`src/rtl/core/mstt_pkg.sv`:
```
// ----------------------------------------------------------------------------
// mstt_pkg: shared types and constants of the tick timer table
// Table size, tick length, request and result codes, payload structs and the
// command/status bundle between controller and datapath.
// ----------------------------------------------------------------------------
package mstt_pkg;

  localparam int MAX_TIMERS = 32;
  localparam int TICK_MS    = 10;
  localparam int RESULT_CAP = 32;

  localparam int KEY_W      = 8;
  localparam int PERIOD_W   = 32;
  localparam int COUNT_W    = 29;
  localparam int IDX_W      = (MAX_TIMERS > 1) ? $clog2(MAX_TIMERS) : 1;
  localparam int PTR_W      = $clog2(MAX_TIMERS + 1);
  localparam int FIRE_CNT_W = $clog2(RESULT_CAP + 1);

  // divider by the tick length: multiply by a scaled reciprocal, then shift
  localparam int REM_W      = (TICK_MS > 2) ? $clog2(TICK_MS) : 1;
  localparam int HALF_TICK  = TICK_MS / 2;
  localparam int DIV_SHIFT  = PERIOD_W + $clog2(TICK_MS);
  localparam int DIV_MULT_W = PERIOD_W + 1;
  localparam int DIV_PROD_W = PERIOD_W + DIV_MULT_W;
  localparam logic [DIV_MULT_W-1:0] DIV_MULT =
    DIV_MULT_W'(((64'd1 << DIV_SHIFT) / TICK_MS) + 64'd1);

  localparam logic [COUNT_W-1:0] COUNT_MAX = {COUNT_W{1'b1}};

  // request codes
  localparam logic REQ_ADD  = 1'b0;
  localparam logic REQ_TICK = 1'b1;

  // result kinds
  localparam logic KIND_ADD  = 1'b0;
  localparam logic KIND_FIRE = 1'b1;

  // add status codes
  localparam logic [1:0] ST_ADDED    = 2'd0;
  localparam logic [1:0] ST_REPLACED = 2'd1;
  localparam logic [1:0] ST_FULL     = 2'd2;

  typedef struct packed {
    logic                req_type;
    logic [KEY_W-1:0]    timer_key;
    logic [PERIOD_W-1:0] period_ms;
    logic                cyclic;
  } in_req_t;

  typedef struct packed {
    logic             result_kind;
    logic [KEY_W-1:0] fired_key;
    logic [1:0]       add_status;
    logic             last;
  } out_res_t;

  typedef struct packed {
    logic [KEY_W-1:0]   key;
    logic               cyclic;
    logic [COUNT_W-1:0] reload;
    logic [COUNT_W-1:0] count;
  } slot_entry_t;

  typedef struct packed {
    logic load;
    logic scan;
    logic commit;
    logic flush;
  } dp_cmd_t;

  typedef struct packed {
    logic scan_done;
    logic div_done;
    logic is_tick;
  } dp_stat_t;

  typedef enum logic [1:0] {
    S_IDLE,
    S_SCAN,
    S_ADD,
    S_FLUSH
  } state_t;

endpackage

```
`src/rtl/core/multi_slot_tick_timer_table_core.sv`:
```
// ----------------------------------------------------------------------------
// multi_slot_tick_timer_table_core: keyed timer table scanned on each tick
// Add/replace timers by key and report expirations on tick requests.
// ----------------------------------------------------------------------------
//
//  channel   ports                         handshake
//  --------  ----------------------------  ---------------------------------
//  request   start, busy, in_req           taken when start && !busy
//  result    out_valid, out_res            one-cycle strobe, always taken
//
//  Every request keeps busy high while the slot memory, which has one read port,
//  is walked one entry a cycle, then through the registered read of the last
//  entry, the check for the walk end and the commit or flush state, so a new
//  request is taken only once the previous one is through. An add gives one
//  result; a tick gives one result per expired timer,
//  the last one flagged by out_res.last, at most one per cycle.
//  Reset (rst_n low at a clock edge) empties the table: used and valid marks
//  clear at once; slot contents stay and are written on an add or a tick.
//  Results cannot be stalled; the request side waits only on busy.
//
module multi_slot_tick_timer_table_core (
  input  logic               clk,
  input  logic               rst_n,
  input  logic               start,
  output logic               busy,
  input  mstt_pkg::in_req_t  in_req,
  output logic               out_valid,
  output mstt_pkg::out_res_t out_res
);

  // command and status between sequencer and datapath
  mstt_pkg::dp_cmd_t  dp_cmd;
  mstt_pkg::dp_stat_t dp_stat;

  // sequencer: load, walk the table, then commit an add or flush a tick
  mstt_ctrl u_ctrl (
    .clk   (clk),
    .rst_n (rst_n),
    .start (start),
    .busy  (busy),
    .stat  (dp_stat),
    .cmd   (dp_cmd)
  );

  // datapath: slot memory, flags, divider and the result register
  mstt_datapath u_dp (
    .clk       (clk),
    .rst_n     (rst_n),
    .in_req    (in_req),
    .cmd       (dp_cmd),
    .stat      (dp_stat),
    .out_valid (out_valid),
    .out_res   (out_res)
  );

endmodule

```
`src/rtl/core/mstt_div.sv`:
```
// ----------------------------------------------------------------------------
// mstt_div: divider by the tick length
// Quotient and remainder of a period by TICK_MS through a scaled reciprocal
// multiply; the dividend, the product and the result are registered in turn.
// ----------------------------------------------------------------------------
module mstt_div (
  input  logic                          clk,
  input  logic                          rst_n,
  input  logic                          start,
  input  logic [mstt_pkg::PERIOD_W-1:0] dividend,
  output logic                          done,
  output logic [mstt_pkg::PERIOD_W-1:0] quot,
  output logic [mstt_pkg::REM_W-1:0]    rem
);

  logic [mstt_pkg::PERIOD_W-1:0]   dvd_r;
  logic [mstt_pkg::DIV_PROD_W-1:0] prod_r;
  logic [mstt_pkg::PERIOD_W-1:0]   quot_r;
  logic [mstt_pkg::REM_W-1:0]      rem_r;
  logic                            p1_r;
  logic                            p2_r;
  logic                            done_r;
  logic [mstt_pkg::PERIOD_W-1:0]   quot_c;
  logic [mstt_pkg::PERIOD_W-1:0]   back_c;
  logic [mstt_pkg::REM_W-1:0]      rem_c;

  // quotient from the high product bits, remainder by multiply-back
  assign quot_c = mstt_pkg::PERIOD_W'(prod_r >> mstt_pkg::DIV_SHIFT);
  assign back_c = quot_c * mstt_pkg::PERIOD_W'(mstt_pkg::TICK_MS);
  assign rem_c  = mstt_pkg::REM_W'(dvd_r - back_c);

  always_ff @(posedge clk) begin
    if (!rst_n) begin
      p1_r   <= 1'b0;
      p2_r   <= 1'b0;
      done_r <= 1'b0;
    end else begin
      p1_r <= start;
      p2_r <= p1_r;
      if (start) begin
        done_r <= 1'b0;
      end else if (p2_r) begin
        done_r <= 1'b1;
      end
    end
  end

  always_ff @(posedge clk) begin
    if (start) begin
      dvd_r <= dividend;
    end
    if (p1_r) begin
      prod_r <= mstt_pkg::DIV_PROD_W'(dvd_r) * mstt_pkg::DIV_PROD_W'(mstt_pkg::DIV_MULT);
    end
    if (p2_r) begin
      quot_r <= quot_c;
      rem_r  <= rem_c;
    end
  end

  assign done = done_r;
  assign quot = quot_r;
  assign rem  = rem_r;

endmodule

```
`src/rtl/core/mstt_ctrl.sv`:
```
// ----------------------------------------------------------------------------
// mstt_ctrl: request sequencer of the tick timer table
// Accept a request, walk the slot table, then commit an add or flush a tick.
// ----------------------------------------------------------------------------
module mstt_ctrl (
  input  logic               clk,
  input  logic               rst_n,
  input  logic               start,
  output logic               busy,
  input  mstt_pkg::dp_stat_t stat,
  output mstt_pkg::dp_cmd_t  cmd
);

  mstt_pkg::state_t state_r;
  mstt_pkg::state_t state_nxt;

  always_ff @(posedge clk) begin
    if (!rst_n) begin
      state_r <= mstt_pkg::S_IDLE;
    end else begin
      state_r <= state_nxt;
    end
  end

  always_comb begin
    state_nxt  = state_r;
    cmd        = '0;
    busy       = 1'b1;
    unique case (state_r)
      mstt_pkg::S_IDLE: begin
        busy = 1'b0;
        if (start) begin
          cmd.load  = 1'b1;
          state_nxt = mstt_pkg::S_SCAN;
        end
      end
      mstt_pkg::S_SCAN: begin
        cmd.scan = 1'b1;
        if (stat.scan_done) begin
          state_nxt = stat.is_tick ? mstt_pkg::S_FLUSH : mstt_pkg::S_ADD;
        end
      end
      mstt_pkg::S_ADD: begin
        // hold until the reload count is ready
        if (stat.div_done) begin
          cmd.commit = 1'b1;
          state_nxt  = mstt_pkg::S_IDLE;
        end
      end
      mstt_pkg::S_FLUSH: begin
        cmd.flush = 1'b1;
        state_nxt = mstt_pkg::S_IDLE;
      end
      default: begin
        state_nxt = mstt_pkg::S_IDLE;
      end
    endcase
  end

endmodule

```
`src/rtl/core/mstt_datapath.sv`:
```
// ----------------------------------------------------------------------------
// mstt_datapath: slot memory, scan pipeline and result register
// Walk the slot memory one entry a cycle, track hit and free slots for an add,
// update counts and queue fired keys for a tick.
// ----------------------------------------------------------------------------
module mstt_datapath (
  input  logic               clk,
  input  logic               rst_n,
  input  mstt_pkg::in_req_t  in_req,
  input  mstt_pkg::dp_cmd_t  cmd,
  output mstt_pkg::dp_stat_t stat,
  output logic               out_valid,
  output mstt_pkg::out_res_t out_res
);

  // slot memory and per-slot flags
  mstt_pkg::slot_entry_t slot_mem [mstt_pkg::MAX_TIMERS];
  mstt_pkg::slot_entry_t rd_data_r;
  logic [mstt_pkg::MAX_TIMERS-1:0] slot_used_r, slot_used_nxt;
  logic [mstt_pkg::MAX_TIMERS-1:0] slot_valid_r, slot_valid_nxt;

  mstt_pkg::in_req_t               req_r;
  logic [mstt_pkg::PTR_W-1:0]      issue_ptr_r;
  logic                            chk_vld_r;
  logic [mstt_pkg::IDX_W-1:0]      chk_idx_r;
  logic                            rd_en;

  logic                            hit_found_r, hit_found_nxt;
  logic [mstt_pkg::IDX_W-1:0]      hit_idx_r, hit_idx_nxt;
  logic                            free_found_r, free_found_nxt;
  logic [mstt_pkg::IDX_W-1:0]      free_idx_r, free_idx_nxt;

  logic                            pend_vld_r, pend_vld_nxt;
  logic [mstt_pkg::KEY_W-1:0]      pend_key_r, pend_key_nxt;
  logic [mstt_pkg::FIRE_CNT_W-1:0] fire_cnt_r, fire_cnt_nxt;

  logic                            out_valid_r, out_valid_nxt;
  mstt_pkg::out_res_t              out_res_r, out_res_nxt;

  logic                            mem_we;
  logic [mstt_pkg::IDX_W-1:0]      mem_wa;
  mstt_pkg::slot_entry_t           mem_wd;

  logic                            div_done;
  logic [mstt_pkg::PERIOD_W-1:0]   div_quot;
  logic [mstt_pkg::REM_W-1:0]      div_rem;
  logic [mstt_pkg::PERIOD_W-1:0]   quot_rnd;
  logic [mstt_pkg::COUNT_W-1:0]    reload_cnt;

  logic                            is_tick;
  logic                            chk_used;
  logic                            chk_valid;
  logic [mstt_pkg::COUNT_W-1:0]    cnt_dec;
  logic                            fire;
  logic [mstt_pkg::IDX_W-1:0]      wr_idx;

  mstt_div u_div (
    .clk      (clk),
    .rst_n    (rst_n),
    .start    (cmd.load),
    .dividend (in_req.period_ms),
    .done     (div_done),
    .quot     (div_quot),
    .rem      (div_rem)
  );

  assign is_tick   = (req_r.req_type == mstt_pkg::REQ_TICK);
  assign rd_en     = cmd.scan && (issue_ptr_r < mstt_pkg::PTR_W'(mstt_pkg::MAX_TIMERS));
  assign chk_used  = slot_used_r[chk_idx_r];
  assign chk_valid = slot_valid_r[chk_idx_r];
  assign cnt_dec   = (rd_data_r.count != '0) ? rd_data_r.count - 1'b1 : rd_data_r.count;
  assign fire      = (cnt_dec == '0);
  assign wr_idx    = hit_found_r ? hit_idx_r : free_idx_r;

  // round to nearest tick, zero at or below one tick, saturate to the count width
  always_comb begin
    quot_rnd = div_quot + mstt_pkg::PERIOD_W'(div_rem >= mstt_pkg::REM_W'(mstt_pkg::HALF_TICK));
    if (req_r.period_ms <= mstt_pkg::PERIOD_W'(mstt_pkg::TICK_MS)) begin
      reload_cnt = '0;
    end else if (quot_rnd > mstt_pkg::PERIOD_W'(mstt_pkg::COUNT_MAX)) begin
      reload_cnt = mstt_pkg::COUNT_MAX;
    end else begin
      reload_cnt = quot_rnd[mstt_pkg::COUNT_W-1:0];
    end
  end

  always_comb begin
    slot_used_nxt  = slot_used_r;
    slot_valid_nxt = slot_valid_r;
    hit_found_nxt  = hit_found_r;
    hit_idx_nxt    = hit_idx_r;
    free_found_nxt = free_found_r;
    free_idx_nxt   = free_idx_r;
    pend_vld_nxt   = pend_vld_r;
    pend_key_nxt   = pend_key_r;
    fire_cnt_nxt   = fire_cnt_r;
    out_valid_nxt  = 1'b0;
    out_res_nxt    = out_res_r;
    mem_we         = 1'b0;
    mem_wa         = chk_idx_r;
    mem_wd         = rd_data_r;

    if (cmd.load) begin
      hit_found_nxt  = 1'b0;
      free_found_nxt = 1'b0;
      pend_vld_nxt   = 1'b0;
      fire_cnt_nxt   = '0;
    end else if (chk_vld_r && !is_tick) begin
      // add: first used slot with the key, first unused slot
      if (chk_used && !hit_found_r && rd_data_r.key == req_r.timer_key) begin
        hit_found_nxt = 1'b1;
        hit_idx_nxt   = chk_idx_r;
      end
      if (!chk_used && !free_found_r) begin
        free_found_nxt = 1'b1;
        free_idx_nxt   = chk_idx_r;
      end
    end else if (chk_vld_r && chk_used && chk_valid) begin
      // tick: advance the count, reload on expiry
      mem_we       = 1'b1;
      mem_wd.count = fire ? rd_data_r.reload : cnt_dec;
      if (fire) begin
        if (!rd_data_r.cyclic) begin
          slot_valid_nxt[chk_idx_r] = 1'b0;
        end
        if (fire_cnt_r < mstt_pkg::FIRE_CNT_W'(mstt_pkg::RESULT_CAP)) begin
          // release the previous fire, hold this one until the next is known
          if (pend_vld_r) begin
            out_valid_nxt          = 1'b1;
            out_res_nxt.result_kind = mstt_pkg::KIND_FIRE;
            out_res_nxt.fired_key   = pend_key_r;
            out_res_nxt.add_status  = mstt_pkg::ST_ADDED;
            out_res_nxt.last        = 1'b0;
          end
          pend_vld_nxt = 1'b1;
          pend_key_nxt = rd_data_r.key;
          fire_cnt_nxt = fire_cnt_r + 1'b1;
        end
      end
    end

    if (cmd.commit) begin
      out_valid_nxt           = 1'b1;
      out_res_nxt.result_kind = mstt_pkg::KIND_ADD;
      out_res_nxt.fired_key   = req_r.timer_key;
      out_res_nxt.last        = 1'b1;
      if (hit_found_r) begin
        out_res_nxt.add_status = mstt_pkg::ST_REPLACED;
      end else if (free_found_r) begin
        out_res_nxt.add_status = mstt_pkg::ST_ADDED;
      end else begin
        out_res_nxt.add_status = mstt_pkg::ST_FULL;
      end
      if (hit_found_r || free_found_r) begin
        mem_we                 = 1'b1;
        mem_wa                 = wr_idx;
        mem_wd.key             = req_r.timer_key;
        mem_wd.cyclic          = req_r.cyclic;
        mem_wd.reload          = reload_cnt;
        mem_wd.count           = reload_cnt;
        slot_used_nxt[wr_idx]  = 1'b1;
        slot_valid_nxt[wr_idx] = 1'b1;
      end
    end

    if (cmd.flush && pend_vld_r) begin
      out_valid_nxt           = 1'b1;
      out_res_nxt.result_kind = mstt_pkg::KIND_FIRE;
      out_res_nxt.fired_key   = pend_key_r;
      out_res_nxt.add_status  = mstt_pkg::ST_ADDED;
      out_res_nxt.last        = 1'b1;
      pend_vld_nxt            = 1'b0;
    end
  end

  // slot memory: one write port, one registered read port
  always_ff @(posedge clk) begin
    if (mem_we) begin
      slot_mem[mem_wa] <= mem_wd;
    end
    if (rd_en) begin
      rd_data_r <= slot_mem[issue_ptr_r[mstt_pkg::IDX_W-1:0]];
    end
  end

  always_ff @(posedge clk) begin
    if (!rst_n) begin
      slot_used_r  <= '0;
      slot_valid_r <= '0;
      issue_ptr_r  <= '0;
      chk_vld_r    <= 1'b0;
      hit_found_r  <= 1'b0;
      free_found_r <= 1'b0;
      pend_vld_r   <= 1'b0;
      fire_cnt_r   <= '0;
      out_valid_r  <= 1'b0;
    end else begin
      slot_used_r  <= slot_used_nxt;
      slot_valid_r <= slot_valid_nxt;
      hit_found_r  <= hit_found_nxt;
      free_found_r <= free_found_nxt;
      pend_vld_r   <= pend_vld_nxt;
      fire_cnt_r   <= fire_cnt_nxt;
      out_valid_r  <= out_valid_nxt;
      chk_vld_r    <= rd_en;
      if (cmd.load) begin
        issue_ptr_r <= '0;
      end else if (rd_en) begin
        issue_ptr_r <= issue_ptr_r + 1'b1;
      end
    end
  end

  always_ff @(posedge clk) begin
    if (cmd.load) begin
      req_r <= in_req;
    end
    if (rd_en) begin
      chk_idx_r <= issue_ptr_r[mstt_pkg::IDX_W-1:0];
    end
    hit_idx_r  <= hit_idx_nxt;
    free_idx_r <= free_idx_nxt;
    pend_key_r <= pend_key_nxt;
    out_res_r  <= out_res_nxt;
  end

  assign stat.scan_done = (issue_ptr_r == mstt_pkg::PTR_W'(mstt_pkg::MAX_TIMERS)) && !chk_vld_r;
  assign stat.div_done  = div_done;
  assign stat.is_tick   = is_tick;

  assign out_valid = out_valid_r;
  assign out_res   = out_res_r;

  a_commit_after_div: assert property (@(posedge clk) disable iff (!rst_n)
    cmd.commit |-> div_done)
    else $error("add committed before reload count was ready");

  a_add_is_last: assert property (@(posedge clk) disable iff (!rst_n)
    (out_valid_r && out_res_r.result_kind == mstt_pkg::KIND_ADD) |-> out_res_r.last)
    else $error("add acknowledgement without last");

  a_fire_status_zero: assert property (@(posedge clk) disable iff (!rst_n)
    (out_valid_r && out_res_r.result_kind == mstt_pkg::KIND_FIRE)
      |-> (out_res_r.add_status == mstt_pkg::ST_ADDED))
    else $error("fire result with nonzero status");

  a_valid_implies_used: assert property (@(posedge clk) disable iff (!rst_n)
    (slot_valid_r & ~slot_used_r) == '0)
    else $error("valid mark on an unused slot");

  a_no_pending_after_flush: assert property (@(posedge clk) disable iff (!rst_n)
    cmd.flush |=> !pend_vld_r)
    else $error("fired key left pending after tick flush");

endmodule
```
`config.mk`:
```
export PLATFORM = sky130hd
export DESIGN_NAME = multi_slot_tick_timer_table_core
export DESIGN_NICKNAME = d
export VERILOG_FILES = /design/src/rtl/core/mstt_pkg.sv /design/src/rtl/core/multi_slot_tick_timer_table_core.sv /design/src/rtl/core/mstt_div.sv /design/src/rtl/core/mstt_ctrl.sv /design/src/rtl/core/mstt_datapath.sv
export SDC_FILE = /design/constraint.sdc
export NUM_CORES = 2
export LEC_CHECK = 0
export BUFFER_PORTS_ARGS = -buffer_cell sky130_fd_sc_hd__buf_2
export CAP_MARGIN = 20
export CORE_ASPECT_RATIO = 0.7
export CORE_MARGIN = 2
export CORE_UTILIZATION = 40
export DETAILED_ROUTE_END_ITERATION = 7
export PLACE_DENSITY_LB_ADDON = 0.3
export RECOVER_POWER = 50
export SYNTH_ARGS = -nofsm -noshare
export SYNTH_HDL_FRONTEND = slang
export SYNTH_SLANG_ARGS = --single-unit
```
`constraint.sdc`:
```
create_clock -name clk -period 10.2 [get_ports clk]
set_input_delay 0.51 -clock clk [delete_from_list [all_inputs] [get_ports clk]]
set_output_delay 0.51 -clock clk [all_outputs]
set_load 0.01 [all_outputs]
```
==> flow_metrics.py <==
metrics = {
    "clock_network": {
        "htreeDepth": 4,
        "cts_buffers": 222,
        "cts.sinks": 2436,
        "clockRootBuffer": "clkbuf_16",
        "clock_path_buffers": 4,
        "postCtsSetupRepairBufs": 0,
        "path_clk_slew_ns": 0.07,
        "clk_latency_ns": 0.90,
        "cts_tree": "done",
    },
    "power_and_ir_drop": {
        "ir_worst_vdd_mv": 0.591,
        "power.leakage_nw": 41.5,
        "pwr_density_cell_mw_per_mm2": 281,
    },
    "setup_path": {
        "cp_common_cell": "fa_1",
        "endpoint_kind": "flip-flop",
        "cp.arrival_ns": 9.52,
        "r2r_end": "u_dp.u_div.prod_r[58]",
        "worst_setup_path_start_kind": "flip-flop",
        "crit_chain": "ha_1 > inv_1 > fa_1 > inv_1 > fa_1 > inv_1 > fa_1 > inv_1 > fa_1 > fa_1 > fa_1 > fa_1 > ha_1 > a21o_1 > a21oi_1 > nand3_1 > a221oi_1 > o21ai_0 > o21ai_0 > a211oi_1 > a311o_1",
        "crit_fanout": 6,
        "reg2reg_from": "u_dp.req_r[12]",
        "cp_slowest_cell": "a221oi_1",
        "critPathLaunch": "u_dp.req_r[12]",
        "r2r_slack_ns": 1.27,
        "required_ns": 10.79,
        "slowest_delay_ns": 0.72,
        "worst-setup-path-type": "reg -> reg",
        "r2r_cells": 21,
    },
    "routing": {
        "wl_per_cell_um": 31.0,
        "vias_per_cell": 5.77,
        "firstDrtPassIters": 5,
        "wl_met3_um": 32400,
        "m1WireLength_um": 142000,
        "route.met2.wl_um": 131000,
        "drt-initial-drc-count": 7937,
        "vias": 57721,
        "drc": 0,
        "ant_nets": 0,
        "wirelength_um": 310000,
        "top_layer_used": "met5",
    },
    "sta": {
        "max_slew_margin_pct": -195,
        "tightest_slew_ns": 4.43,
        "period_share_pct": 87.6,
        "skew_ns": 0.0701,
        "fin_setup_tns_ns": 0,
        "fin_ws_ns": 1.27,
        "grt_setup_unrepaired": "no",
        "finalCriticalPeriod_ns": 8.93,
        "drv_slew": 1806,
        "hold_viol": 0,
        "max_freq_mhz": 112,
        "hold_slack_ns": 0.134,
        "final-setup-viol-count": 0,
    },
    "floorplan": {
        "die_w_um": 633,
        "pin_count": 59,
        "die_y_um": 444,
        "start_util_pct": 40.3,
        "core_mm2": 0.275,
        "die-area_mm2": 0.281,
        "rows": 161,
    },
    "synthesis": {
        "synth_area_leaders": "edfxtp_1, mux4_2, fa_1",
        "synthTopCellsByCount": "edfxtp_1, mux4_2, inv_1, fa_1, ha_1",
        "yosys.cell_types.count": 85,
        "synth.net_count": 6728,
        "async_reset_ff_share_pct": 0,
        "syn_area_per_cell_um2": 18.7,
        "ys.warnings.count": 0,
        "synth_cells": 5919,
        "ys_seq_area_share_pct": 65.2,
        "synth-seq-cells": 2436,
        "synth_top_area_share_pct": 63.6,
        "syn-cell-area_mm2": 0.111,
        "synth_edf_count": 2346,
        "yosysTopAreaCell": "edfxtp_1",
        "synth_most_common_cell": "edfxtp_1",
        "synth-main-ff-cell": "edfxtp_1",
    },
    "worst_hold_path": {
        "min_path_type": "in -> reg",
        "hold_end": "u_dp.slot_valid_r[0]",
        "hold_start": "rst_n",
        "hold_depth": 3,
    },
    "grt": {
        "grt_pass1_wl_um": 438000,
        "grt_use_total_pct": 21.9,
        "grt_max_degree": 137,
        "grt_pass1_vias": 57241,
        "antenna_found_initial": 13,
        "grt-ovfl-total": 0,
    },
    "final_layout": {
        "fillers": 23515,
        "syn_to_final_growth_pct": 11.5,
        "drive_gt1_share_pct": 18.8,
        "seq_area_mm2": 0.0722,
        "multi_input_area_mm2": 0.0355,
        "nNetsFinal": 6960,
    },
    "place": {
        "dp_slack_ns": 1.38,
        "dp_hpwl_um": 185000,
        "portBuffers": 58,
        "finalWeightedCongestion": 0.927,
    },
    "status": {
        "violations": "max-capacitance violations, max-slew violations",
        "outcome": "finished, violations left",
    },
    "run": {
        "drv_cap": 62,
    },
}
-- cells in the final DEF (no fill, tap or decap), types with 43 or more instances in the layout --
cell / count
ha_1: 377
clkbuf_1: 119
xnor2_1: 61
buf_4: 52
clkinv_2: 43
dfxtp_1: 90
mux2_2: 47
a21oi_1: 137
nor2_1: 208
a21o_1: 65
nand3_1: 47
o21ai_0: 77
xor2_1: 72
edfxtp_1: 2346
dlygate4sd3_1: 43
mux4_2: 686
nand2_1: 162
clkinv_1: 48
clkbuf_16: 225
inv_1: 588
fa_1: 387
-- metal layers --
layer,global-route usage [%],up-vias
met5,0,-
met4,3.54,4
met3,5.27,343
met2,30.5,2803
met1,35.1,31162
li1,-,23409
-- registers in the layout (all words and copies together) (netlist names), 12 cells and up --
name,count
u_dp.out_res,12
u_dp.rd_data_r,67
u_dp.req_r,41
u_dp.slot_mem,2144
u_dp.slot_used_r,32
u_dp.slot_valid_r,32
u_dp.u_div.prod_r,29
u_dp.u_div.quot,29
-- worst max-delay path: cells and delay by family (launching register included) --
kind / cells / cell delay (ns)
AO/OA/AOI/OAI: 7 / 2.86
adder cells (fa/ha/maj): 9 / 4.49
buffers and inverters: 4 / 0.38
flip-flops: 1 / 0.66
AND/OR/NAND/NOR: 1 / 0.24
-- report_power, final --
| part | internal (mW) | switching [mW] | leakage (nW) | total (mW) |
|---|---|---|---|---|
| clock network | 4.59 | 3.74 | 3.50 | 8.33 |
| registers | 11.6 | 0.103 | 21.9 | 11.7 |
| logic | 6.24 | 8.48 | 16.1 | 14.7 |
-- stage by stage --
step	instances	utilization, %	total power [mW]	cell area [um^2]
detailed placement	9534	42.3	26.4	116000
floorplan	5919	-	22.2	111000
finish	9995	44.9	34.7	123000
global route	9994	44.9	37.0	123000
CTS	9977	45.0	34.8	124000
global placement	9531	42.2	26.3	116000
-- worst max-delay path by stage --
stage / endpoint / slack (ns)
2_1_floorplan: u_dp.u_div.prod_r[58] / 2.94
3_3_place_gp: u_dp.u_div.prod_r[58] / 1.42
3_5_place_dp: u_dp.u_div.prod_r[58] / 1.38
4_1_cts: u_dp.u_div.prod_r[58] / 1.29
5_1_grt: u_dp.rd_data_r[58] / 0.52
6_report: u_dp.u_div.prod_r[58] / 1.27
-- layout make-up --
cell class | instances | share of cell area [%]
repair buffers | 233 | 1.47
well taps | 3667 | 3.72
clock buffers | 261 | 4.68
multi-input cells | 2673 | 28.8
clock inverters | 139 | 1.07
inverters | 585 | 1.78
diodes | 1 | 0.00203
flip-flops and latches | 2436 | 58.5
-- cells by family after synthesis --
logic type,Yosys count,synth area share (%)
DFF,2436,65.2
xor gates and xnor gates,133,1.05
and+or+nand+nor,609,2.63
muxes,767,14.8
AOI/OAI and AO/OA,400,2.30
adders and majority gates,764,11.3
buffers and inverters,810,2.78
-- repair_timing --
item,CTS,global route
endpoints found under the hold margin,44,0
hold buffers,43,0
gates resized for setup,0,0
No activity file was read; power rests on OpenSTA's default activity.
